`config.mk`:
```
export PLATFORM = sky130hd
export DESIGN_NAME = xorshift64_star_prng_unit_flat
export DESIGN_NICKNAME = d
export VERILOG_FILES = /design/src/sv/xsp_pkg.sv /design/src/sv/xsp_req_if.sv /design/src/sv/xsp_rsp_if.sv /design/src/sv/xsp_mul64.sv /design/src/sv/xsp_rem32.sv /design/src/sv/xorshift64_star_prng_unit.sv /design/src/flat_wrapper.sv
export SDC_FILE = /design/constraint.sdc
export NUM_CORES = 2
export LEC_CHECK = 0
export BUFFER_PORTS_ARGS = -buffer_cell sky130_fd_sc_hd__buf_2
export CORE_UTILIZATION = 39
export CTS_BUF_LIST = sky130_fd_sc_hd__clkbuf_8
export CTS_CLUSTER_DIAMETER = 60
export CTS_CLUSTER_SIZE = 20
export DETAILED_ROUTE_END_ITERATION = 10
export SLEW_MARGIN = 40
export SYNTH_ARGS = -nofsm -noshare
export SYNTH_HDL_FRONTEND = slang
export SYNTH_SLANG_ARGS = --single-unit
```
`constraint.sdc`:
```
create_clock -name clk_i -period 17.4 [get_ports clk_i]
set_input_delay 0 -clock clk_i [delete_from_list [all_inputs] [get_ports clk_i]]
set_output_delay 0 -clock clk_i [all_outputs]
set_load 0.01 [all_outputs]
```
`src/sv/xsp_pkg.sv`:
```
// shared types, constants and helper functions of the xorshift64* generator
package xsp_pkg;

  localparam int unsigned CMD_W   = 3;
  localparam int unsigned BOUND_W = 32;
  localparam int unsigned PID_W   = 32;
  localparam int unsigned VALUE_W = 64;

  // command codes
  localparam logic [CMD_W-1:0] CMD_U64    = 3'd0;
  localparam logic [CMD_W-1:0] CMD_U32    = 3'd1;
  localparam logic [CMD_W-1:0] CMD_BELOW  = 3'd2;
  localparam logic [CMD_W-1:0] CMD_RESEED = 3'd3;
  localparam logic [CMD_W-1:0] CMD_DERIVE = 3'd4;

  // mixing and output constants
  localparam logic [63:0] GOLDEN_INC = 64'h9E37_79B9_7F4A_7C15;
  localparam logic [63:0] MIX_MUL_A  = 64'hBF58_476D_1CE4_E5B9;
  localparam logic [63:0] MIX_MUL_B  = 64'h94D0_49BB_1331_11EB;
  localparam logic [63:0] STAR_MUL   = 64'h2545_F491_4F6C_DD1D;
  localparam logic [63:0] ZERO_FILL  = 64'hA5A5_A5A5_A5A5_A5A5;

  // sequencer states
  typedef enum logic [2:0] {
    ST_IDLE,
    ST_STEP,
    ST_THR,
    ST_MOD,
    ST_MIX1,
    ST_MIX2,
    ST_OUT
  } xsp_state_e;

  // request to the shared 64-bit multiplier
  typedef struct packed {
    logic        start;
    logic [63:0] a;
    logic [63:0] b;
  } mul_req_t;

  // request to the shared 32-bit remainder unit
  typedef struct packed {
    logic        start;
    logic [31:0] dvd;
    logic [31:0] dsr;
  } rem_req_t;

  // one xorshift step: right 12, left 25, right 27
  function automatic logic [63:0] xs_step(input logic [63:0] x);
    logic [63:0] y;
    y = x ^ (x >> 12);
    y = y ^ (y << 25);
    y = y ^ (y >> 27);
    return y;
  endfunction

  // splitmix64 front end: add golden increment, then xor-shift by 30
  function automatic logic [63:0] mix_pre(input logic [63:0] v);
    logic [63:0] z;
    z = v + GOLDEN_INC;
    return z ^ (z >> 30);
  endfunction

  // elaboration-time full splitmix64 with zero replacement, for the reset state
  function automatic logic [63:0] seed_const(input logic [63:0] v);
    logic [63:0] z;
    z = mix_pre(v) * MIX_MUL_A;
    z = (z ^ (z >> 27)) * MIX_MUL_B;
    z = z ^ (z >> 31);
    return (z == 64'd0) ? ZERO_FILL : z;
  endfunction

  localparam logic [63:0] GEN_RESET = seed_const(64'd0);

endpackage

```
`src/sv/xsp_req_if.sv`:
```
// request channel: command, bound and pid with valid/ready handshake
interface xsp_req_if import xsp_pkg::*; ();
  logic               valid;
  logic               ready;
  logic [CMD_W-1:0]   cmd;
  logic [BOUND_W-1:0] bound;
  logic [PID_W-1:0]   pid;

  modport source (output valid, output cmd, output bound, output pid, input ready);
  modport sink   (input valid, input cmd, input bound, input pid, output ready);
endinterface

```
`src/sv/xsp_rsp_if.sv`:
```
// response channel: 64-bit value with valid/ready handshake
interface xsp_rsp_if import xsp_pkg::*; ();
  logic               valid;
  logic               ready;
  logic [VALUE_W-1:0] value;

  modport source (output valid, output value, input ready);
  modport sink   (input valid, input value, output ready);
endinterface

```
`src/sv/xsp_mul64.sv`:
```
// iterative 64x64 low-half multiplier built on one 32x32 multiplier
module xsp_mul64 import xsp_pkg::*; (
  input  logic        clk_i,
  input  logic        rst_ni,
  input  mul_req_t    req_i,
  output logic        done_o,
  output logic [63:0] prod_o
);

  logic [63:0] a_q, b_q;
  logic [63:0] mres_q, acc_q;
  logic [1:0]  cnt_q;
  logic        busy_q, done_q;
  logic [31:0] opa, opb;
  logic [63:0] mul_w;

  // partial product select: lo*lo, lo*hi, hi*lo
  always_comb begin
    unique case (cnt_q)
      2'd0: begin
        opa = a_q[31:0];
        opb = b_q[31:0];
      end
      2'd1: begin
        opa = a_q[31:0];
        opb = b_q[63:32];
      end
      2'd2: begin
        opa = a_q[63:32];
        opb = b_q[31:0];
      end
      default: begin
        opa = 32'd0;
        opb = 32'd0;
      end
    endcase
  end

  assign mul_w = 64'(opa) * 64'(opb);

  // control: step counter and done pulse
  always_ff @(posedge clk_i or negedge rst_ni) begin
    if (!rst_ni) begin
      busy_q <= 1'b0;
      cnt_q  <= 2'd0;
      done_q <= 1'b0;
    end else begin
      done_q <= 1'b0;
      if (req_i.start) begin
        busy_q <= 1'b1;
        cnt_q  <= 2'd0;
      end else if (busy_q) begin
        cnt_q <= cnt_q + 2'd1;
        if (cnt_q == 2'd3) begin
          busy_q <= 1'b0;
          done_q <= 1'b1;
        end
      end
    end
  end

  // datapath: registered partial product, then accumulate
  always_ff @(posedge clk_i) begin
    if (req_i.start) begin
      a_q <= req_i.a;
      b_q <= req_i.b;
    end else if (busy_q) begin
      mres_q <= mul_w;
      if (cnt_q == 2'd1) begin
        acc_q <= mres_q;
      end else if (cnt_q != 2'd0) begin
        acc_q <= acc_q + {mres_q[31:0], 32'd0};
      end
    end
  end

  assign done_o = done_q;
  assign prod_o = acc_q;

endmodule

```
`src/sv/xsp_rem32.sv`:
```
// restoring 32-bit remainder unit, one quotient bit per cycle
module xsp_rem32 import xsp_pkg::*; (
  input  logic        clk_i,
  input  logic        rst_ni,
  input  rem_req_t    req_i,
  output logic        done_o,
  output logic [31:0] rem_o
);

  logic [31:0] dvd_q, dsr_q, rem_q;
  logic [4:0]  cnt_q;
  logic        busy_q, done_q;
  logic [32:0] trial;
  logic        ge;
  logic [31:0] rem_next;

  // trial subtract of the shifted partial remainder
  always_comb begin
    trial    = {rem_q, dvd_q[31]};
    ge       = (trial >= {1'b0, dsr_q});
    rem_next = ge ? 32'(trial - {1'b0, dsr_q}) : trial[31:0];
  end

  // control: bit counter and done pulse
  always_ff @(posedge clk_i or negedge rst_ni) begin
    if (!rst_ni) begin
      busy_q <= 1'b0;
      cnt_q  <= 5'd0;
      done_q <= 1'b0;
    end else begin
      done_q <= 1'b0;
      if (req_i.start) begin
        busy_q <= 1'b1;
        cnt_q  <= 5'd0;
      end else if (busy_q) begin
        cnt_q <= cnt_q + 5'd1;
        if (cnt_q == 5'd31) begin
          busy_q <= 1'b0;
          done_q <= 1'b1;
        end
      end
    end
  end

  // datapath: shift dividend out, keep partial remainder
  always_ff @(posedge clk_i) begin
    if (req_i.start) begin
      dvd_q <= req_i.dvd;
      dsr_q <= req_i.dsr;
      rem_q <= 32'd0;
    end else if (busy_q) begin
      dvd_q <= {dvd_q[30:0], 1'b0};
      rem_q <= rem_next;
    end
  end

  assign done_o = done_q;
  assign rem_o  = rem_q;

endmodule

```
`src/sv/xorshift64_star_prng_unit.sv`:
```
// xorshift64* generator top level: sequencer, state registers and output stage
//
// Requests arrive on req (cmd, bound, pid) and each one gives exactly one
// response on rsp (value). The 64-bit seed register is written through
// seed_we_i/seed_wdata_i; the user must write it only while the block is
// idle, which the block itself does not enforce. Writing it does not reseed.
// One request is worked on at a time; req.ready is high only when the
// sequencer is idle. Every 64-bit product goes through one shared 32x32
// multiplier, and every modulo through one shared restoring remainder unit.
// A 64- or 32-bit draw takes one product, reseed and derivation take two,
// and a uniform draw below a nonzero bound takes a threshold modulo, one
// product per draw and a final modulo; a zero bound or unused command uses
// neither unit. The next request is taken the cycle after the response
// register loads. The response sits in an output register, so a new request
// is taken while the receiver stalls; a finished result then waits in the
// sequencer until the output register frees up. Reset loads the generator
// state with the mixed value of a zero seed and clears the seed register.
module xorshift64_star_prng_unit import xsp_pkg::*; (
  input  logic              clk_i,
  input  logic              rst_ni,
  input  logic              seed_we_i,
  input  logic [63:0]       seed_wdata_i,
  xsp_req_if.sink           req,
  xsp_rsp_if.source         rsp
);

  xsp_state_e   state_q, state_d;
  logic [CMD_W-1:0] cmd_q;
  logic [31:0]  bound_q;
  logic [31:0]  th_q;
  logic [63:0]  gen_q, seed_q;
  logic [63:0]  res_q;
  logic         out_valid_q;
  logic [63:0]  out_value_q;

  mul_req_t     mul_req;
  rem_req_t     rem_req;
  logic         mul_done, rem_done;
  logic [63:0]  mul_prod;
  logic [31:0]  rem_val;

  logic         accept;
  logic         gen_ld, th_ld, res_ld, out_ld;
  logic [63:0]  gen_d, res_d;
  logic [63:0]  xs_next, mix_mid, mix_fin;
  logic [31:0]  draw;

  xsp_mul64 u_mul (
    .clk_i  (clk_i),
    .rst_ni (rst_ni),
    .req_i  (mul_req),
    .done_o (mul_done),
    .prod_o (mul_prod)
  );

  xsp_rem32 u_rem (
    .clk_i  (clk_i),
    .rst_ni (rst_ni),
    .req_i  (rem_req),
    .done_o (rem_done),
    .rem_o  (rem_val)
  );

  // handshake and shared datapath terms
  assign req.ready = (state_q == ST_IDLE);
  assign accept    = req.valid && req.ready;
  assign xs_next   = xs_step(gen_q);
  assign draw      = mul_prod[63:32];
  assign mix_mid   = mul_prod ^ (mul_prod >> 27);
  assign mix_fin   = mul_prod ^ (mul_prod >> 31);
  assign out_ld    = (state_q == ST_OUT) && (!out_valid_q || rsp.ready);

  // next state
  always_comb begin
    state_d = state_q;
    unique case (state_q)
      ST_IDLE: begin
        if (accept) begin
          unique case (req.cmd)
            CMD_U64, CMD_U32: state_d = ST_STEP;
            CMD_BELOW:        state_d = (req.bound == 32'd0) ? ST_OUT : ST_THR;
            CMD_RESEED, CMD_DERIVE: state_d = ST_MIX1;
            default:          state_d = ST_OUT;
          endcase
        end
      end
      ST_STEP: begin
        if (mul_done) begin
          if (cmd_q != CMD_BELOW) begin
            state_d = ST_OUT;
          end else if (draw >= th_q) begin
            state_d = ST_MOD;
          end
        end
      end
      ST_THR:  if (rem_done) state_d = ST_STEP;
      ST_MOD:  if (rem_done) state_d = ST_OUT;
      ST_MIX1: if (mul_done) state_d = ST_MIX2;
      ST_MIX2: if (mul_done) state_d = ST_OUT;
      ST_OUT:  if (out_ld) state_d = ST_IDLE;
      default: state_d = ST_IDLE;
    endcase
  end

  // unit requests and register loads
  always_comb begin
    mul_req = '0;
    rem_req = '0;
    gen_ld  = 1'b0;
    gen_d   = xs_next;
    th_ld   = 1'b0;
    res_ld  = 1'b0;
    res_d   = 64'd0;
    unique case (state_q)
      ST_IDLE: begin
        if (accept) begin
          unique case (req.cmd)
            CMD_U64, CMD_U32: begin
              mul_req = '{start: 1'b1, a: xs_next, b: STAR_MUL};
              gen_ld  = 1'b1;
            end
            CMD_BELOW: begin
              if (req.bound == 32'd0) begin
                res_ld = 1'b1;
              end else begin
                rem_req = '{start: 1'b1, dvd: 32'd0 - req.bound, dsr: req.bound};
              end
            end
            CMD_RESEED: mul_req = '{start: 1'b1, a: mix_pre(seed_q), b: MIX_MUL_A};
            CMD_DERIVE: begin
              mul_req = '{start: 1'b1, a: mix_pre(seed_q ^ {req.pid, req.pid}),
                          b: MIX_MUL_A};
            end
            default: res_ld = 1'b1;
          endcase
        end
      end
      ST_STEP: begin
        if (mul_done) begin
          if (cmd_q == CMD_U64) begin
            res_ld = 1'b1;
            res_d  = mul_prod;
          end else if (cmd_q == CMD_U32) begin
            res_ld = 1'b1;
            res_d  = {32'd0, draw};
          end else if (draw >= th_q) begin
            rem_req = '{start: 1'b1, dvd: draw, dsr: bound_q};
          end else begin
            // rejected draw: step again
            mul_req = '{start: 1'b1, a: xs_next, b: STAR_MUL};
            gen_ld  = 1'b1;
          end
        end
      end
      ST_THR: begin
        if (rem_done) begin
          th_ld   = 1'b1;
          mul_req = '{start: 1'b1, a: xs_next, b: STAR_MUL};
          gen_ld  = 1'b1;
        end
      end
      ST_MOD: begin
        if (rem_done) begin
          res_ld = 1'b1;
          res_d  = {32'd0, rem_val};
        end
      end
      ST_MIX1: begin
        if (mul_done) mul_req = '{start: 1'b1, a: mix_mid, b: MIX_MUL_B};
      end
      ST_MIX2: begin
        if (mul_done) begin
          res_ld = 1'b1;
          if (cmd_q == CMD_RESEED) begin
            gen_ld = 1'b1;
            gen_d  = (mix_fin == 64'd0) ? ZERO_FILL : mix_fin;
          end else begin
            res_d = mix_fin;
          end
        end
      end
      default: ;
    endcase
  end

  // control state, generator state and seed register
  always_ff @(posedge clk_i or negedge rst_ni) begin
    if (!rst_ni) begin
      state_q     <= ST_IDLE;
      gen_q       <= GEN_RESET;
      seed_q      <= 64'd0;
      out_valid_q <= 1'b0;
    end else begin
      state_q <= state_d;
      if (gen_ld) gen_q <= gen_d;
      if (seed_we_i) seed_q <= seed_wdata_i;
      if (out_ld) begin
        out_valid_q <= 1'b1;
      end else if (rsp.ready) begin
        out_valid_q <= 1'b0;
      end
    end
  end

  // transaction payload registers
  always_ff @(posedge clk_i) begin
    if (accept) begin
      cmd_q   <= req.cmd;
      bound_q <= req.bound;
    end
    if (th_ld) th_q <= rem_val;
    if (res_ld) res_q <= res_d;
    if (out_ld) out_value_q <= res_q;
  end

  assign rsp.valid = out_valid_q;
  assign rsp.value = out_value_q;

`ifndef SYNTHESIS
  // the generator state never reaches zero
  a_gen_nonzero: assert property (@(posedge clk_i) disable iff (!rst_ni)
    gen_q != 64'd0)
    else $error("generator state is zero");

  // the remainder unit only runs with a nonzero divisor
  a_rem_dsr: assert property (@(posedge clk_i) disable iff (!rst_ni)
    (state_q == ST_THR || state_q == ST_MOD) |-> bound_q != 32'd0)
    else $error("remainder with zero bound");

  // remainder results only arrive while the sequencer waits for them
  a_rem_done: assert property (@(posedge clk_i) disable iff (!rst_ni)
    rem_done |-> (state_q == ST_THR || state_q == ST_MOD))
    else $error("unexpected remainder completion");

  // a result enters the output register only when it is free or draining
  a_out_free: assert property (@(posedge clk_i) disable iff (!rst_ni)
    out_ld |-> (!out_valid_q || rsp.ready))
    else $error("output register overwritten");
`endif

endmodule

```
`src/flat_wrapper.sv`:
```
// flat-port wrapper written by rule: the top's interface ports become plain ports
module xorshift64_star_prng_unit_flat import xsp_pkg::*;
  (clk_i, rst_ni, seed_we_i, seed_wdata_i, req_valid, req_cmd, req_bound, req_pid, req_ready, rsp_valid, rsp_value, rsp_ready);
  xsp_req_if req_i ();
  xsp_rsp_if rsp_i ();
  input  logic clk_i;
  input  logic rst_ni;
  input  logic seed_we_i;
  input  logic [63:0] seed_wdata_i;
  input wire logic [$bits(req_i.valid)-1:0] req_valid;
  input wire logic [$bits(req_i.cmd)-1:0] req_cmd;
  input wire logic [$bits(req_i.bound)-1:0] req_bound;
  input wire logic [$bits(req_i.pid)-1:0] req_pid;
  output wire logic [$bits(req_i.ready)-1:0] req_ready;
  output wire logic [$bits(rsp_i.valid)-1:0] rsp_valid;
  output wire logic [$bits(rsp_i.value)-1:0] rsp_value;
  input wire logic [$bits(rsp_i.ready)-1:0] rsp_ready;
  assign req_i.valid = req_valid;
  assign req_i.cmd = req_cmd;
  assign req_i.bound = req_bound;
  assign req_i.pid = req_pid;
  assign req_ready = req_i.ready;
  assign rsp_valid = rsp_i.valid;
  assign rsp_value = rsp_i.value;
  assign rsp_i.ready = rsp_ready;
  xorshift64_star_prng_unit u_core (.clk_i(clk_i), .rst_ni(rst_ni), .seed_we_i(seed_we_i), .seed_wdata_i(seed_wdata_i), .req(req_i), .rsp(rsp_i));
endmodule
```
==> results.toml <==
[detailed_routing]
wl_per_cell_um = 29.2
wl_mm = 285
viasPerCell = 5.72
drc = 0
drtAntennaViolNets = 0
route.vias.total = 55800
drt-pass1-iter-count = 9
drtIter0Drc = 6232

[clock_tree]
ctsHtreeMaxLevel = 2
clock_path_buffers = 3
insertion_delay_ps = 810
numCtsBuffers = 49
clk_pin_slew_ps = 120
cts_root_buf = "clkbuf_8"
clock-sinks = 633
tritoncts = "yes"

[floorplan]
fp.dieW_um = 421
core_area_um2 = 174000
die_y_um = 421
rows = 153
ioPinCount = 202
start_util_pct = 39.3
dieArea_um2 = 178000

[min_path]
worstHoldStart = "req_pid[31]"
holdPathEnd = "u_core.u_mul.a_q[63]$_DFFE_PP_"
hold_depth = 5
worstHoldPathType = "primary input to flip-flop"

[cells_and_area]
layout.cells.non_filler = 9770
nFillCells = 17000
nets = 8799
syn_to_final_growth_pct = 10.7
drive_above_1_share_pct = 9.33
final_core_util_pct = 43.6

[timing]
fin_setup_tns_ps = 0
fmax_mhz = 90.1
fin_crit_ps = 11100
finalSetupViolCount = 0
finalMaxSlewViolations = 0
slew_headroom_pct = 37.2
fin_hold_ws_ps = 47.2
finalHoldViolations = 0
fin_crit_sh_pct = 63.8
rsz0062_at_grt = "no"
fin_worst_skew_ps = 103
tightest_slew_ps = 937

[placed_design]
place_hpwl_mm = 229
io_buffers = 201
place.gp.congestion = 1.04
placed_cells = 9479

[grt]
grt_max_degree = 106
antenna_found_initial = 14
grt-ovfl-total = 0
grt_pass1_wl_mm = 408
first_global_vias = 57100
grt_use_total_pct = 31.7

[worst_setup_path]
reg2reg_depth = 31
crit_required_ps = 17910
cp-startpoint = "u_core.u_mul.cnt_q[0]$_DFFE_PN0P_"
endpoint_kind = "flip-flop"
cp_max_fo = 65
crit_slowest_cell = "nor4bb_1"
regToRegSetupSlack_ps = 6300
r2r-start = "u_core.u_mul.cnt_q[0]$_DFFE_PN0P_"
worstSetupStartpointType = "flip-flop"
regToRegEndpoint = "u_core.u_mul.mres_q[57]$_DFFE_PP_"
crit_type = "flip-flop to flip-flop"
max_stage_delay_ps = 580
crit_top_cell = "fa_1"
cp.arrival_ps = 11610

[synthesis]
synth_top_area_cell = "fa_1"
synth-seq-cells = 633
syn_area_um2 = 68600
ys_warn_count = 0
synth_area_leaders = "fa_1 (25%), edfxtp_1 (20%), ha_1 (7.3%), inv_1 (5.2%), xnor2_1 (5.0%)"
synth-edff-count = 458
syn_area_per_cell_um2 = 9.64
synth_nets = 8520
postSynthCellCount = 7121
synth_flop_cell = "edfxtp_1"
ys_seq_area_share_pct = 26.3
synth_cell_types = 97
async_flop_share_pct = 22.6
synth_top_area_share_pct = 25.2

[job]
drv_cap = 0

[outcome]
status = "finished, final reports clean"
cells in the mapped netlist (all sizes together), types with 62 or more instances:
cell type	instances
nor3	69
inv	960
clkbuf	304
edfxtp	458
mux2	69
xor2	231
nand2	709
ha	400
and2	94
nor2	808
a22oi	62
xnor2	388
a22o	62
dfrtp	110
fa	863
a21oi	266
o21ai	255
a21o	91
state kept, by name (all words and copies together), names as in the netlist, 2 cells and up:
signal               count
u_core.u_rem.dvd_q      32
u_core.u_mul.prod_o     64
u_core.u_mul.cnt_q       2
u_core.gen_q            64
u_core.u_mul.b_q         7
u_core.rsp.value        64
u_core.th_q             32
u_core.u_rem.cnt_q       5
u_core.res_q            64
u_core.u_mul.mres_q     64
u_core.u_rem.rem_o      32
u_core.bound_q          32
u_core.cmd_q             3
u_core.u_mul.a_q        64
u_core.u_rem.dsr_q      32
u_core.state_q           3
u_core.seed_q           64
layout by cell type, fill, tap and decap left out, drive strengths merged, types with 29 or more instances in the layout:
cell type,count
a211oi,46
a21o,91
a21oi,266
a221o,41
a222oi,40
a22o,62
a22oi,62
and2,94
and3,29
buf,380
clkbuf,49
dfrtp,110
dfstp,33
dfxtp,32
dlygate4sd3,193
edfxtp,458
fa,863
ha,400
inv,990
mux2,69
nand2,709
nand2b,58
nand3,50
nand4,39
nor2,808
nor2b,56
nor3,69
nor4,31
o21ai,255
o22ai,38
or2,35
xnor2,388
xor2,231
through the flow:
stage,cell area [um^2],setup slack [ps]
2_1_floorplan,68600,8340
3_3_place_gp,72600,6080
3_5_place_dp,72800,6550
4_1_cts,75900,6490
5_1_grt,76000,5910
6_report,76000,6300
cells by family (layout without fill, tap and decap cells):
logic type / Yosys count / count (layout) / share of synthesized area [%]
buf+inv: 1309 / 1628 / 7.24
other cells: 0 / 5 / 0
flops: 633 / 633 / 26.3
compound gates: 1151 / 1151 / 11.3
fa+ha+maj: 1263 / 1263 / 32.5
mux: 92 / 92 / 1.47
simple gates: 2049 / 2049 / 13.2
xor+xnor: 624 / 624 / 8.07
per-layer routing:
| layer | track usage, % | share of wire [%] |
|---|---|---|
| met4 | 16.2 | 6.2 |
| met2 | 50.9 | 46 |
| met1 | 41.0 | 39 |
| met3 | 5.84 | 8.4 |
| met5 | 0 | 0.025 |
worst max path at each step:
stage / end / slack (ps) / cells past startpoint
final: u_core.u_mul.mres_q[57]$_DFFE_PP_ / 6300 / 31
after CTS: u_core.u_mul.mres_q[57]$_DFFE_PP_ / 6490 / 33
after global routing: u_core.u_mul.mres_q[57]$_DFFE_PP_ / 5910 / 33
after floorplan: u_core.u_mul.mres_q[62]$_DFFE_PP_ / 8340 / 35
after global placement: u_core.u_mul.mres_q[63]$_DFFE_PP_ / 6080 / 30
after detailed placement: u_core.u_mul.mres_q[57]$_DFFE_PP_ / 6550 / 33
critical path, delay by kind of cell, from the launching register on:
family	cells	cell delay [ps]
compound gates	9	2500
simple gates	4	1640
buf+inv	7	1460
fa+ha+maj	10	4530
xor+xnor	1	190
flops	1	440
what timing repair did:
item,4_1_cts,5_1_grt
setup buffers,0,0
hold buffers,193,1
resized for setup,0,0
hold endpoints to repair,303,45
area by class of cell:
cell class | instances | area, um^2 | share of cell area (%)
diodes | 5 | 12.5 | 0.0165
clock buffers | 49 | 674 | 0.888
clock inverters | 42 | 450 | 0.593
inverters | 963 | 3610 | 4.76
multi-input cells | 5179 | 45900 | 60.4
flip-flops and latches | 633 | 18000 | 23.7
well taps | 2325 | 2910 | 3.83
repair buffers | 574 | 4380 | 5.76
Power is left out: the tool's default activity adds up to more than one toggle a clock period on the data nets, which glitch-free logic cannot reach.
